`config.mk`:
```
export PLATFORM = sky130hd
export DESIGN_NAME = frame_rate_average_limiter
export DESIGN_NICKNAME = d
export VERILOG_FILES = /design/src/sv/frl_pkg.sv /design/src/sv/frl_div.sv /design/src/sv/frl_ctrl.sv /design/src/sv/frl_dp.sv /design/src/sv/frame_rate_average_limiter.sv
export SDC_FILE = /design/constraint.sdc
export NUM_CORES = 2
export LEC_CHECK = 0
export BUFFER_PORTS_ARGS = -buffer_cell sky130_fd_sc_hd__buf_4
export CORE_MARGIN = 2
export CORE_UTILIZATION = 57
export DETAILED_ROUTE_END_ITERATION = 10
export PLACE_DENSITY_LB_ADDON = 0.12
export SYNTH_ARGS = -nofsm -noshare
export SYNTH_HDL_FRONTEND = slang
export SYNTH_HIERARCHICAL = 1
export SYNTH_SLANG_ARGS = --single-unit
```
`constraint.sdc`:
```
create_clock -name i_clk -period 5.6 [get_ports i_clk]
set_clock_uncertainty 0.1 [all_clocks]
set_input_delay 0.28 -clock i_clk [delete_from_list [all_inputs] [get_ports i_clk]]
set_output_delay 0.28 -clock i_clk [all_outputs]
set_load 0.01 [all_outputs]
```
`src/sv/frl_pkg.sv`:
```
`default_nettype none

package frl_pkg;

    // Field widths
    localparam int TS_W       = 32;
    localparam int FPS_W      = 10;
    localparam int RATE_W     = 25;
    localparam int INTERVAL_W = 16;
    localparam int DELAY_W    = 10;

    // Defaults and fixed constants
    localparam int                WINDOW_DEF   = 100;
    localparam logic [FPS_W-1:0]  FPS_RESET    = 10'd60;
    localparam logic [FPS_W-1:0]  FPS_ONE      = 10'd1;
    localparam logic [FPS_W-1:0]  PERIOD_NUM   = 10'd1000;
    // 1000 frames/s in Q.8
    localparam int                RATE_SCALE   = 256000;
    localparam int                RATE_SCALE_W = 18;
    localparam logic [RATE_W-1:0] RATE_DEFAULT = 25'd15360;
    localparam logic [RATE_W-1:0] RATE_MAX     = 25'h1FFFFFF;
    localparam logic [INTERVAL_W-1:0] INTERVAL_MAX = 16'hFFFF;

    // Controller states
    typedef enum logic [2:0] {
        S_IDLE,
        S_UPDATE,
        S_DIVIDE,
        S_WAIT,
        S_OUTPUT
    } t_frl_state;

    // Controller to datapath
    typedef struct packed {
        logic capture;
        logic update;
        logic div_start;
        logic load_out;
    } t_frl_cmd;

    // Datapath to controller
    typedef struct packed {
        logic div_busy;
        logic out_free;
    } t_frl_sts;

endpackage

`default_nettype wire

```
`src/sv/frl_div.sv`:
```
`default_nettype none

// Restoring divider, one quotient bit per cycle
module frl_div
    import frl_pkg::*;
#(
    parameter int N_W = 25,
    parameter int D_W = 24
) (
    input  wire logic           i_clk,
    input  wire logic           i_rst_n,
    input  wire logic           i_start,
    input  wire logic [N_W-1:0] i_num,
    input  wire logic [D_W-1:0] i_den,
    output logic                o_busy,
    output logic [N_W-1:0]      o_quo
);

    localparam int CNT_W = $clog2(N_W + 1);

    logic             r_busy, n_busy;
    logic [CNT_W-1:0] r_cnt, n_cnt;
    logic [D_W-1:0]   r_rem, n_rem;
    logic [D_W-1:0]   r_den, n_den;
    logic [N_W-1:0]   r_quo, n_quo;

    logic [D_W:0]     trial;
    logic [D_W:0]     diff;
    logic             ge;

    // One shift-subtract step
    always_comb begin
        trial = {r_rem, r_quo[N_W-1]};
        diff  = trial - {1'b0, r_den};
        ge    = trial >= {1'b0, r_den};
        n_busy = r_busy;
        n_cnt  = r_cnt;
        n_rem  = r_rem;
        n_den  = r_den;
        n_quo  = r_quo;
        if (i_start) begin
            n_busy = 1'b1;
            n_cnt  = CNT_W'(N_W);
            n_rem  = '0;
            n_den  = i_den;
            n_quo  = i_num;
        end else if (r_busy) begin
            n_rem = ge ? diff[D_W-1:0] : trial[D_W-1:0];
            n_quo = {r_quo[N_W-2:0], ge};
            n_cnt = r_cnt - CNT_W'(1);
            if (r_cnt == CNT_W'(1)) begin
                n_busy = 1'b0;
            end
        end
    end

    always_ff @(posedge i_clk) begin
        if (!i_rst_n) begin
            r_busy <= 1'b0;
            r_cnt  <= '0;
        end else begin
            r_busy <= n_busy;
            r_cnt  <= n_cnt;
        end
    end

    always_ff @(posedge i_clk) begin
        r_rem <= n_rem;
        r_den <= n_den;
        r_quo <= n_quo;
    end

    assign o_busy = r_busy;
    assign o_quo  = r_quo;

endmodule

`default_nettype wire

```
`src/sv/frl_ctrl.sv`:
```
`default_nettype none

// Sequencer: one frame at a time
module frl_ctrl
    import frl_pkg::*;
(
    input  wire logic     i_clk,
    input  wire logic     i_rst_n,
    input  wire logic     i_in_valid,
    output logic          o_in_stall,
    input  wire t_frl_sts i_sts,
    output t_frl_cmd      o_cmd
);

    t_frl_state r_state, n_state;

    always_ff @(posedge i_clk) begin
        if (!i_rst_n) begin
            r_state <= S_IDLE;
        end else begin
            r_state <= n_state;
        end
    end

    // Next state and commands
    always_comb begin
        n_state    = r_state;
        o_cmd      = '0;
        o_in_stall = 1'b1;
        unique case (r_state)
            S_IDLE: begin
                o_in_stall = 1'b0;
                if (i_in_valid) begin
                    o_cmd.capture = 1'b1;
                    n_state       = S_UPDATE;
                end
            end
            S_UPDATE: begin
                o_cmd.update = 1'b1;
                n_state      = S_DIVIDE;
            end
            S_DIVIDE: begin
                o_cmd.div_start = 1'b1;
                n_state         = S_WAIT;
            end
            S_WAIT: begin
                if (!i_sts.div_busy) begin
                    n_state = S_OUTPUT;
                end
            end
            S_OUTPUT: begin
                if (i_sts.out_free) begin
                    o_cmd.load_out = 1'b1;
                    n_state        = S_IDLE;
                end
            end
            default: begin
                n_state = S_IDLE;
            end
        endcase
    end

endmodule

`default_nettype wire

```
`src/sv/frl_dp.sv`:
```
`default_nettype none

// Window store, running sum, dividers and output register
module frl_dp
    import frl_pkg::*;
#(
    parameter int WINDOW = WINDOW_DEF
) (
    input  wire logic                  i_clk,
    input  wire logic                  i_rst_n,
    input  wire t_frl_cmd              i_cmd,
    output t_frl_sts                   o_sts,
    input  wire logic                  i_cfg_write,
    input  wire logic [FPS_W-1:0]      i_cfg_max_fps,
    input  wire logic [TS_W-1:0]       i_frame_start_ms,
    input  wire logic [TS_W-1:0]       i_frame_end_ms,
    output logic                       o_out_valid,
    input  wire logic                  i_out_stall,
    output logic [RATE_W-1:0]          o_rate_q8,
    output logic [INTERVAL_W-1:0]      o_interval_ms,
    output logic [DELAY_W-1:0]         o_delay_ms
);

    localparam int SLOT_W     = (WINDOW > 1) ? $clog2(WINDOW) : 1;
    localparam int CNT_W      = $clog2(WINDOW + 1);
    localparam int SUM_W      = INTERVAL_W + CNT_W;
    localparam int NUM_W      = $clog2(RATE_SCALE * WINDOW + 1);
    localparam int PROD_W     = CNT_W + RATE_SCALE_W;
    localparam int RATE_CMP_W = (NUM_W > RATE_W) ? NUM_W : RATE_W;

    localparam logic [CNT_W-1:0]        WIN_CNT   = CNT_W'(WINDOW);
    localparam logic [SLOT_W-1:0]       SLOT_LAST = SLOT_W'(WINDOW - 1);
    localparam logic [RATE_SCALE_W-1:0] SCALE     = RATE_SCALE_W'(RATE_SCALE);

    // Interval window
    logic [INTERVAL_W-1:0] r_mem [WINDOW];
    logic [INTERVAL_W-1:0] r_rd_data;

    logic [FPS_W-1:0]      r_max_fps;
    logic [SUM_W-1:0]      r_sum;
    logic [SLOT_W-1:0]     r_slot;
    logic [CNT_W-1:0]      r_count;
    logic [TS_W-1:0]       r_last_end;
    logic                  r_seen;
    logic [TS_W-1:0]       r_frame;
    logic [INTERVAL_W-1:0] r_interval;

    logic                  r_out_valid;
    logic [RATE_W-1:0]     r_rate;
    logic [INTERVAL_W-1:0] r_out_interval;
    logic [DELAY_W-1:0]    r_delay;

    logic [TS_W-1:0]       diff;
    logic [INTERVAL_W-1:0] n_interval;
    logic                  full;
    logic [SUM_W-1:0]      n_sum;
    logic [PROD_W-1:0]     prod;
    logic [FPS_W-1:0]      fps_eff;
    logic                  rate_busy, per_busy;
    logic [NUM_W-1:0]      rate_quo;
    logic [FPS_W-1:0]      period;
    logic [RATE_CMP_W-1:0] rate_ext;
    logic [RATE_W-1:0]     n_rate;
    logic [DELAY_W-1:0]    n_delay;

    // Interval since previous end, saturated
    always_comb begin
        diff       = r_seen ? (i_frame_end_ms - r_last_end) : '0;
        n_interval = (diff > TS_W'(INTERVAL_MAX)) ? INTERVAL_MAX : diff[INTERVAL_W-1:0];
    end

    // Running sum update
    always_comb begin
        full  = (r_count == WIN_CNT);
        n_sum = full ? (r_sum - SUM_W'(r_rd_data) + SUM_W'(r_interval))
                     : (r_sum + SUM_W'(r_interval));
    end

    // Memory: read the slot about to be overwritten
    always_ff @(posedge i_clk) begin
        r_rd_data <= r_mem[r_slot];
        if (i_cmd.update) begin
            r_mem[r_slot] <= r_interval;
        end
    end

    // Control state
    always_ff @(posedge i_clk) begin
        if (!i_rst_n) begin
            r_max_fps  <= FPS_RESET;
            r_sum      <= '0;
            r_slot     <= '0;
            r_count    <= '0;
            r_last_end <= '0;
            r_seen     <= 1'b0;
        end else begin
            if (i_cfg_write) begin
                r_max_fps <= i_cfg_max_fps;
            end
            if (i_cmd.capture) begin
                r_last_end <= i_frame_end_ms;
                r_seen     <= 1'b1;
            end
            if (i_cmd.update) begin
                r_sum  <= n_sum;
                r_slot <= (r_slot == SLOT_LAST) ? '0 : r_slot + SLOT_W'(1);
                if (!full) begin
                    r_count <= r_count + CNT_W'(1);
                end
            end
        end
    end

    // Per-frame payload
    always_ff @(posedge i_clk) begin
        if (i_cmd.capture) begin
            r_frame    <= i_frame_end_ms - i_frame_start_ms;
            r_interval <= n_interval;
        end
    end

    // Divider operands
    always_comb begin
        prod    = PROD_W'(r_count) * PROD_W'(SCALE);
        fps_eff = (r_max_fps == '0) ? FPS_ONE : r_max_fps;
    end

    frl_div #(
        .N_W (NUM_W),
        .D_W (SUM_W)
    ) u_rate_div (
        .i_clk   (i_clk),
        .i_rst_n (i_rst_n),
        .i_start (i_cmd.div_start),
        .i_num   (prod[NUM_W-1:0]),
        .i_den   (r_sum),
        .o_busy  (rate_busy),
        .o_quo   (rate_quo)
    );

    frl_div #(
        .N_W (FPS_W),
        .D_W (FPS_W)
    ) u_period_div (
        .i_clk   (i_clk),
        .i_rst_n (i_rst_n),
        .i_start (i_cmd.div_start),
        .i_num   (PERIOD_NUM),
        .i_den   (fps_eff),
        .o_busy  (per_busy),
        .o_quo   (period)
    );

    // Result words
    always_comb begin
        rate_ext = RATE_CMP_W'(rate_quo);
        if (r_sum == '0) begin
            n_rate = RATE_DEFAULT;
        end else if (rate_ext > RATE_CMP_W'(RATE_MAX)) begin
            n_rate = RATE_MAX;
        end else begin
            n_rate = rate_ext[RATE_W-1:0];
        end
        n_delay = (TS_W'(period) > r_frame) ? DELAY_W'(period - r_frame[FPS_W-1:0]) : '0;
    end

    // Output register
    always_ff @(posedge i_clk) begin
        if (!i_rst_n) begin
            r_out_valid <= 1'b0;
        end else if (i_cmd.load_out) begin
            r_out_valid <= 1'b1;
        end else if (!i_out_stall) begin
            r_out_valid <= 1'b0;
        end
    end

    always_ff @(posedge i_clk) begin
        if (i_cmd.load_out) begin
            r_rate         <= n_rate;
            r_out_interval <= r_interval;
            r_delay        <= n_delay;
        end
    end

    always_comb begin
        o_sts.div_busy = rate_busy || per_busy;
        o_sts.out_free = !r_out_valid || !i_out_stall;
    end

    assign o_out_valid   = r_out_valid;
    assign o_rate_q8     = r_rate;
    assign o_interval_ms = r_out_interval;
    assign o_delay_ms    = r_delay;

`ifndef SYNTHESIS
    a_count_range: assert property (@(posedge i_clk) disable iff (!i_rst_n)
        r_count <= WIN_CNT)
        else $error("fill count beyond window");

    a_slot_range: assert property (@(posedge i_clk) disable iff (!i_rst_n)
        r_slot <= SLOT_LAST)
        else $error("write slot beyond window");

    a_slot_tracks_fill: assert property (@(posedge i_clk) disable iff (!i_rst_n)
        (r_count != WIN_CNT) |-> (CNT_W'(r_slot) == r_count))
        else $error("write slot out of step with fill count");

    a_no_overwrite: assert property (@(posedge i_clk) disable iff (!i_rst_n)
        i_cmd.load_out |-> !(r_out_valid && i_out_stall))
        else $error("output word overwritten while held");
`endif

endmodule

`default_nettype wire

```
`src/sv/frame_rate_average_limiter.sv`:
```
`default_nettype none

// Frame rate averager and limiter. Each input word is one finished frame
// (start and end millisecond ticks). The block reports the interval since
// the previous frame end (0 for the first frame, saturated at 65535), the
// average rate over the last WINDOW intervals as 1000*count/sum in Q.8
// (60.0 when the sum is zero, capped at 2^25-1), and the delay
// max(0, floor(1000/max_fps) - (end - start)). One frame is handled at a
// time; the time per frame is set by the bit-serial rate divider, which
// runs alongside the period divider. A new frame is taken while the
// previous result still waits in the output register. max_fps may be
// written at any idle time; zero is treated as one. The interval store
// needs no clearing after reset.
module frame_rate_average_limiter
    import frl_pkg::*;
#(
    parameter int WINDOW = WINDOW_DEF
) (
    input  wire logic                  i_clk,
    input  wire logic                  i_rst_n,
    // configuration
    input  wire logic                  i_cfg_valid,
    output logic                       o_cfg_ready,
    input  wire logic [FPS_W-1:0]      i_cfg_max_fps,
    // frame words in
    input  wire logic                  i_in_valid,
    output logic                       o_in_stall,
    input  wire logic [TS_W-1:0]       i_frame_start_ms,
    input  wire logic [TS_W-1:0]       i_frame_end_ms,
    // result words out
    output logic                       o_out_valid,
    input  wire logic                  i_out_stall,
    output logic [RATE_W-1:0]          o_rate_q8,
    output logic [INTERVAL_W-1:0]      o_interval_ms,
    output logic [DELAY_W-1:0]         o_delay_ms
);

    t_frl_cmd cmd;
    t_frl_sts sts;

    assign o_cfg_ready = 1'b1;

    frl_ctrl u_ctrl (
        .i_clk      (i_clk),
        .i_rst_n    (i_rst_n),
        .i_in_valid (i_in_valid),
        .o_in_stall (o_in_stall),
        .i_sts      (sts),
        .o_cmd      (cmd)
    );

    frl_dp #(
        .WINDOW (WINDOW)
    ) u_dp (
        .i_clk            (i_clk),
        .i_rst_n          (i_rst_n),
        .i_cmd            (cmd),
        .o_sts            (sts),
        .i_cfg_write      (i_cfg_valid && o_cfg_ready),
        .i_cfg_max_fps    (i_cfg_max_fps),
        .i_frame_start_ms (i_frame_start_ms),
        .i_frame_end_ms   (i_frame_end_ms),
        .o_out_valid      (o_out_valid),
        .i_out_stall      (i_out_stall),
        .o_rate_q8        (o_rate_q8),
        .o_interval_ms    (o_interval_ms),
        .o_delay_ms       (o_delay_ms)
    );

endmodule

`default_nettype wire
```
## Word-level counts from Yosys, hierarchy flattened

Memory sizes are Yosys's and may differ from the RTL's. A register that Yosys moved wholly into a read port is not among the register bits.
Cells that the tools add are included.

| storage, ports and cells | value |
|---|---|
| input bits | 79 |
| bits in writable memories | 1,600 |
| bits in latches | 0 |
| register bits after elaboration | 295 |
| bits in read-only memories | 0 |
| memories kept | 1 |

| cells by class | value |
|---|---|
| multipliers | 1 |
| shift operators | 0 |
| eq/ne operators | 12 |
| reduce and logical (&&, ||, !) cells | 13 |
| $lt $le $gt $ge | 5 |
| $add $sub $neg | 12 |
| bitwise logic cells | 2 |
| multiplexer cells | 33 |
| divide/modulo/power cells | 0 |

Memories:

| memory | words | bits a word | read ports | clocked after Yosys merged registers in | write ports | RTL line | RTL |
|---|---|---|---|---|---|---|---|
| u_dp.r_mem | 100 | 16 | 1 | 1 | 1 | frl_dp.sv:36 | `logic [INTERVAL_W-1:0] r_mem [WINDOW];` |

Operators by type and width:

| cell | number |
|---|---|
| $mux 25 | 3 |
| $sub 32x32->32 | 2 |
| $add 23x16->23 | 2 |
| $mux 23 | 2 |
| $gt 10x32->1 | 1 |
| $gt 32x16->1 const B | 1 |
| $mux 32 | 1 |
| $gt 25x25->1 const B | 1 |
| $ge 24x23->1 | 1 |
| $logic_not 23->1 | 1 |
| $sub 23x16->23 | 1 |
| $sub 23x23->23 | 1 |
| $sub 10x10->10 | 2 |
| $mux 1 | 17 |
| $pmux 3 s5 | 1 |
| $add 7x1->7 const B | 2 |
| $eq 7x7->1 const B | 2 |
| $mul 7x7->14 const B | 1 |
| $ge 11x10->1 | 1 |
| $logic_not 10->1 | 1 |
| $mux 10 | 1 |
| $mux 5 | 2 |
| $mux 3 | 3 |
| $mux 4 | 2 |
| 18 further kinds | 26 |

## Logic depth before layout (Yosys ltp)

| logic depth | value |
|---|---|
| depth after elaboration | 5 |
| mapped depth | 20 |
| depth with buffers taken out | 20 |

## By module

Netlist, hierarchy kept.

By module, submodules not included:

| module | cells an instance | seq. area each (sq um) | instances | area each (sq um) |
|---|---|---|---|---|
| frl_dp | 4,660 | 52,960.8 | 1 | 72,696.0 |
| frl_div (u_dp.u_rate_div) | 412 | 2,021.9 | 1 | 4,307.9 |
| frl_div (u_dp.u_period_div) | 181 | 900.9 | 1 | 1,948.1 |
| frl_ctrl | 21 | 60.1 | 1 | 170.2 |
| frame_rate_average_limiter | 2 | 0.0 | 1 | 11.3 |

## Worst setup path after synthesis

Ideal clock, no wire load.

| timing path | value |
|---|---|
| kind | register to register |
| start point | register u_ctrl.r_state[0] |
| end point | register u_dp.r_last_end[10] |
| setup time | 0.117 ns |
| slack | 0.171 ns |
| arrival | 5.212 ns |
| required time | 5.383 ns |
| stages on the path, launching flop included | 7 |
| cells stage by stage | dfxtp_1 nor2b_1 nor3b_1 clkbuf_1 clkbuf_1 mux2i_1 nor2b_1 |

RTL lines:

| what | RTL line | RTL |
|---|---|---|
| from (decl) | frl_ctrl.sv:15 | `t_frl_state r_state, n_state;` |
| from (signal assigned) | frl_ctrl.sv:21 | `r_state <= n_state;` |
| to (signal assigned) | frl_dp.sv:101 | `r_last_end <= i_frame_end_ms;` |
| to (decl) | frl_dp.sv:43 | `logic [TS_W-1:0] r_last_end;` |

## Worst setup path after layout

| timing path | value |
|---|---|
| start point | register u_dp.r_count[2] |
| end point | register u_dp.u_rate_div.r_quo[24], in the netlist u_dp/u_rate_div/o_quo[24] (data pin) |

| between the ends | value |
|---|---|
| longest elaborated chain between the ends | 2 |

RTL lines:

| what | RTL line | RTL |
|---|---|---|
| from (decl) | frl_dp.sv:42 | `logic [CNT_W-1:0] r_count;` |
| from (signal assigned) | frl_dp.sv:108 | `r_count <= r_count + CNT_W'(1);` |
| $mul 7x7->14 | frl_dp.sv:124 | `prod = PROD_W'(r_count) * PROD_W'(SCALE);` |
| net u_dp.prod[24] | frl_dp.sv:57 | `logic [PROD_W-1:0] prod;` |
| $mux 25 | frl_div.sv:41 | `if (i_start) begin` |
| net u_dp.u_rate_div.n_quo[24] | frl_div.sv:25 | `logic [N_W-1:0] r_quo, n_quo;` |
| to (signal assigned) | frl_div.sv:70 | `r_quo <= n_quo;` |
| to (decl) | frl_div.sv:25 |  |

The timed path passes the listed nets, and every way through them passes these cells.
A chain may end at the register's enable or synchronous reset.

==> impl_metrics.env <==
export IMPL_cp_arrival_ns=5.28
export IMPL_slew_headroom_pct=15.5
export IMPL_dr_total_vias=49000
export IMPL_gp_congestion=0.882
export IMPL_synth_mux_area_share_pct=1.81
export IMPL_drt_met1_wl_um=83800
export IMPL_post_synth_top_count_cell="edfxtp_1"
export IMPL_max_vdd_ir_drop_uv=325
export IMPL_reg2reg_depth=17
export IMPL_whs_endpoint="u_dp/r_frame[4]$_DFFE_PP_"
export IMPL_grt_max_degree=102
export IMPL_synth_xor_area_share_pct=1.46
export IMPL_endpoint_kind="flop"
export IMPL_initial_core_util_pct=57.5
export IMPL_cts_tree="yes"
export IMPL_drive_gt1_share_pct=13.0
export IMPL_clock_path_buffers=3
export IMPL_crit_top_cell="fa_1"
export IMPL_hold_viol=0
export IMPL_synthAdderAreaFrac_pct=4.10
export IMPL_rows=136
export IMPL_synth_compound_area_share_pct=13.9
export IMPL_maxCapViolations=0
export IMPL_antenna_cells=0
export IMPL_outcome="completed"
export IMPL_drtIter0Drc=5332
export IMPL_clkLatencyLatePin_ns=0.83
export IMPL_syn_inst=5276
export IMPL_drt_wl_total_um=211000
export IMPL_ys_top_cells_by_count="1767 x edfxtp_1, 574 x a22oi_1, 274 x nor2_1"
export IMPL_avgViaCountPerCell=6.44
export IMPL_layout_min_cycle_time_ns=4.84
export IMPL_firstDrtPassIters=5
export IMPL_power_density_mw_per_mm2=369
export IMPL_dr_max_layer_used="met5"
export IMPL_internal_power_w=0.0250
export IMPL_synthArstFlopShare_pct=0
export IMPL_drv_slew=0
export IMPL_seq_power_share_pct=49.0
export IMPL_yosys_area_share_simple_pct=5.32
export IMPL_grt_setup_unrepaired="false"
export IMPL_worst_pin_slew_ns=1.27
export IMPL_dp_cells=7164
export IMPL_p_sw_share_pct=25.1
export IMPL_synth_area_leaders="edfxtp_1 67%, a22oi_1 5.4%, dfxtp_1 3.6%, ha_1 3.1%, nor2_1 1.3%"
export IMPL_ant_nets=0
export IMPL_grt_pass1_wl_um=311000
export IMPL_max_freq_mhz=207
export IMPL_path_class="reg2reg"
export IMPL_synth_top_family_by_area="compound AO/OA/AOI/OAI gates"
export IMPL_syn_area_sq_mm=0.0791
export IMPL_wire_per_inst_um=27.8
export IMPL_grt_pass1_vias=48000
export IMPL_cts_resized=0
export IMPL_avgSynthCellArea_sq_um=15.0
export IMPL_critPathSlowestCell="fa_1"
export IMPL_ys_ff_latch=1911
export IMPL_nets=5978
export IMPL_synth_edf_count=1767
export IMPL_root_buffer="clkbuf_16"
export IMPL_dieArea_sq_mm=0.142
export IMPL_period_share_pct=86.4
export IMPL_htreeDepth=4
export IMPL_crit_fanout=7
export IMPL_met3_wirelength_um=18700
export IMPL_instances_no_fill=7615
export IMPL_final_setup_tns_ns=0
export IMPL_synth_warnings=6
export IMPL_p_leak_nw=30.7
export IMPL_cpPeakStageDelay_ns=0.55
export IMPL_yosysTopAreaCell="edfxtp_1"
export IMPL_postCtsSetupBuffers=0
export IMPL_r2r_end="u_dp/u_rate_div/o_quo[24]$_DFFE_PP_"
export IMPL_hp_start="i_frame_start_ms[3]"
export IMPL_yosysUniqueCellTypes=98
export IMPL_p_comb_share_pct=13.2
export IMPL_dp_hpwl_um=125000
export IMPL_cp_depth=17
export IMPL_worstReg2RegStart="u_dp/r_count[2]$_SDFFE_PN0P_"
export IMPL_reg2reg_slack_ns=0.76
export IMPL_yosys_most_used_dff="edfxtp_1"
export IMPL_crit_chain="fa_1 > fa_1 > inv_1 > fa_1 > fa_1 > inv_1 > ha_1 > a21oi_1 > o21bai_1 > a21oi_1 > nor2b_1 > o21a_1 > o21ai_0 > nand2b_1 > a21oi_1 > xnor2_1 > mux2_2"
export IMPL_numCtsBuffers=189
export IMPL_grt_antenna_before_repair=4
export IMPL_grt_overflow_total=0
export IMPL_min_path_type="in2reg"
export IMPL_worst_path_buf_inv=2
export IMPL_critPathTopFamily="adder cells"
export IMPL_cp_start_kind="flop"
export IMPL_die_y_um=377
export IMPL_drc=0
export IMPL_clock_sinks=1911
export IMPL_port_buffers=131
export IMPL_cts_reportedPaths_clkPinSlew_ns=0.06
export IMPL_netlist_area_leader_share_pct=67.1
export IMPL_dr_wl_met2_um=102000
export IMPL_ios=133
export IMPL_min_path_cells=5
export IMPL_die_x_um=377
export IMPL_syn_to_final_growth_pct=14.4
export IMPL_ys_seq_area_share_pct=70.7
export IMPL_power_switching_w=0.00840
export IMPL_pwr_share_clk_pct=37.8
export IMPL_gr_usage_all_layers_pct=29.6
export IMPL_setup_viol=0
export IMPL_required_ns=6.04
export IMPL_nFillCells=9621
export IMPL_core_sq_mm=0.138
-- layout by cell type (no fill, tap or decap), types with 18 or more instances in the layout --
| cell | count |
|---|---|
| nand4_1 | 109 |
| a21oi_1 | 175 |
| buf_4 | 353 |
| a221oi_1 | 105 |
| mux2i_1 | 60 |
| nand2b_1 | 30 |
| a22o_1 | 106 |
| mux2_2 | 35 |
| fa_1 | 40 |
| clkbuf_16 | 191 |
| nor3_1 | 40 |
| conb_1 | 22 |
| o21a_1 | 48 |
| a21o_1 | 35 |
| inv_1 | 256 |
| clkinv_2 | 26 |
| nor2b_1 | 99 |
| mux4_2 | 19 |
| ha_1 | 195 |
| xnor2_1 | 94 |
| clkbuf_1 | 49 |
| a41oi_1 | 45 |
| nand2_1 | 118 |
| o31ai_1 | 19 |
| nand3_1 | 55 |
| dlygate4sd3_1 | 103 |
| edfxtp_1 | 1767 |
| a31oi_1 | 60 |
| clkinv_1 | 38 |
| a22oi_1 | 574 |
| xor2_1 | 38 |
| bufinv_16 | 18 |
| o211ai_1 | 32 |
| a211oi_1 | 34 |
| o21ai_0 | 120 |
| dfxtp_1 | 141 |
| nor2_1 | 271 |
-- registers in the layout, summed over array words and instances (netlist names), 16 cells and up --
| signal | flops |
|---|---|
| u_dp/r_mem | 1600 |
| u_dp/r_frame | 32 |
| u_dp/r_last_end | 32 |
| u_dp/o_rate_q8 | 25 |
| u_dp/u_rate_div/o_quo | 25 |
| u_dp/r_sum | 23 |
| u_dp/u_rate_div/r_den | 23 |
| u_dp/u_rate_div/r_rem | 23 |
| u_dp/o_interval_ms | 16 |
| u_dp/r_interval | 16 |
| u_dp/r_rd_data | 16 |
-- through the flow --
stage	util, %	hold slack [ns]	cell area, sq um	total power, W	setup slack (ns)
finish	65.8	0.0682	90500	0.0334	0.762
global route	65.8	0.0828	90500	0.0346	0.490
CTS	65.8	0.0169	90500	0.0336	0.742
detailed placement	60.5	0.349	83300	0.0210	0.771
global placement	60.5	0.353	83300	0.0209	0.733
floorplan	-	0.298	79200	0.0197	0.171
-- logic make-up (layout without fill, tap and decap cells) --
kind of cell / Yosys count / after routing
fa+ha+maj: 235 / 235
other cells: 3 / 22
buf+inv: 549 / 1075
flops: 1911 / 1911
mux: 115 / 115
xor+xnor: 132 / 132
simple gates: 837 / 837
compound gates: 1494 / 1494
-- power by group through the flow --
stage | sequential, W | clock (W) | combinational, W
global placement | 0.0167 | 0 | 0.00422
finish | 0.0164 | 0.0126 | 0.00442
detailed placement | 0.0167 | 0 | 0.00429
CTS | 0.0164 | 0.0128 | 0.00439
floorplan | 0.0167 | 0 | 0.00299
global route | 0.0164 | 0.0133 | 0.00485
-- metal layers --
metal | vias to the layer above | global-route usage (%)
li1 | 21700 | -
met1 | 24600 | 40.0
met2 | 2372 | 48.3
met3 | 344 | 5.63
met4 | 2 | 10.9
met5 | - | 0
-- worst min-delay path: cells and delay by family --
| family | cells | cell delay, ns |
|---|---|---|
| buf+inv | 2 | 0.18 |
| compound gates | 2 | 0.22 |
| fa+ha+maj | 1 | 0.19 |
-- worst max path at each step --
stage,startpoint,end,slack (ns)
5_1_grt,u_dp/r_count[2]$_SDFFE_PN0P_,u_dp/u_rate_div/o_quo[24]$_DFFE_PP_,0.49
3_3_place_gp,u_dp/r_count[2]$_SDFFE_PN0P_,u_dp/u_rate_div/o_quo[24]$_DFFE_PP_,0.73
2_1_floorplan,u_ctrl/r_state[0]$_SDFFE_PN0P_,u_dp/r_last_end[10]$_SDFFE_PN0P_,0.17
3_5_place_dp,u_dp/r_count[2]$_SDFFE_PN0P_,u_dp/u_rate_div/o_quo[24]$_DFFE_PP_,0.77
6_report,u_dp/r_count[2]$_SDFFE_PN0P_,u_dp/u_rate_div/o_quo[24]$_DFFE_PP_,0.76
4_1_cts,u_dp/r_count[2]$_SDFFE_PN0P_,u_dp/u_rate_div/o_quo[24]$_DFFE_PP_,0.74
-- cell type report --
| class | instances | area (sq um) | area share, % |
|---|---|---|---|
| clock buffers | 244 | 5020 | 5.54 |
| clock inverters | 104 | 1200 | 1.33 |
| inverters | 258 | 968 | 1.07 |
| multi-input cells | 2835 | 21200 | 23.4 |
| flip-flops and latches | 1911 | 55900 | 61.8 |
| well taps | 1794 | 2240 | 2.48 |
| repair buffers | 469 | 3940 | 4.35 |
-- what timing repair did --
action                                  CTS  global route
endpoints found under the setup margin    0             0
hold buffers                            103             0
hold endpoints to repair                 97             0
(Power assumes the default switching activity.)
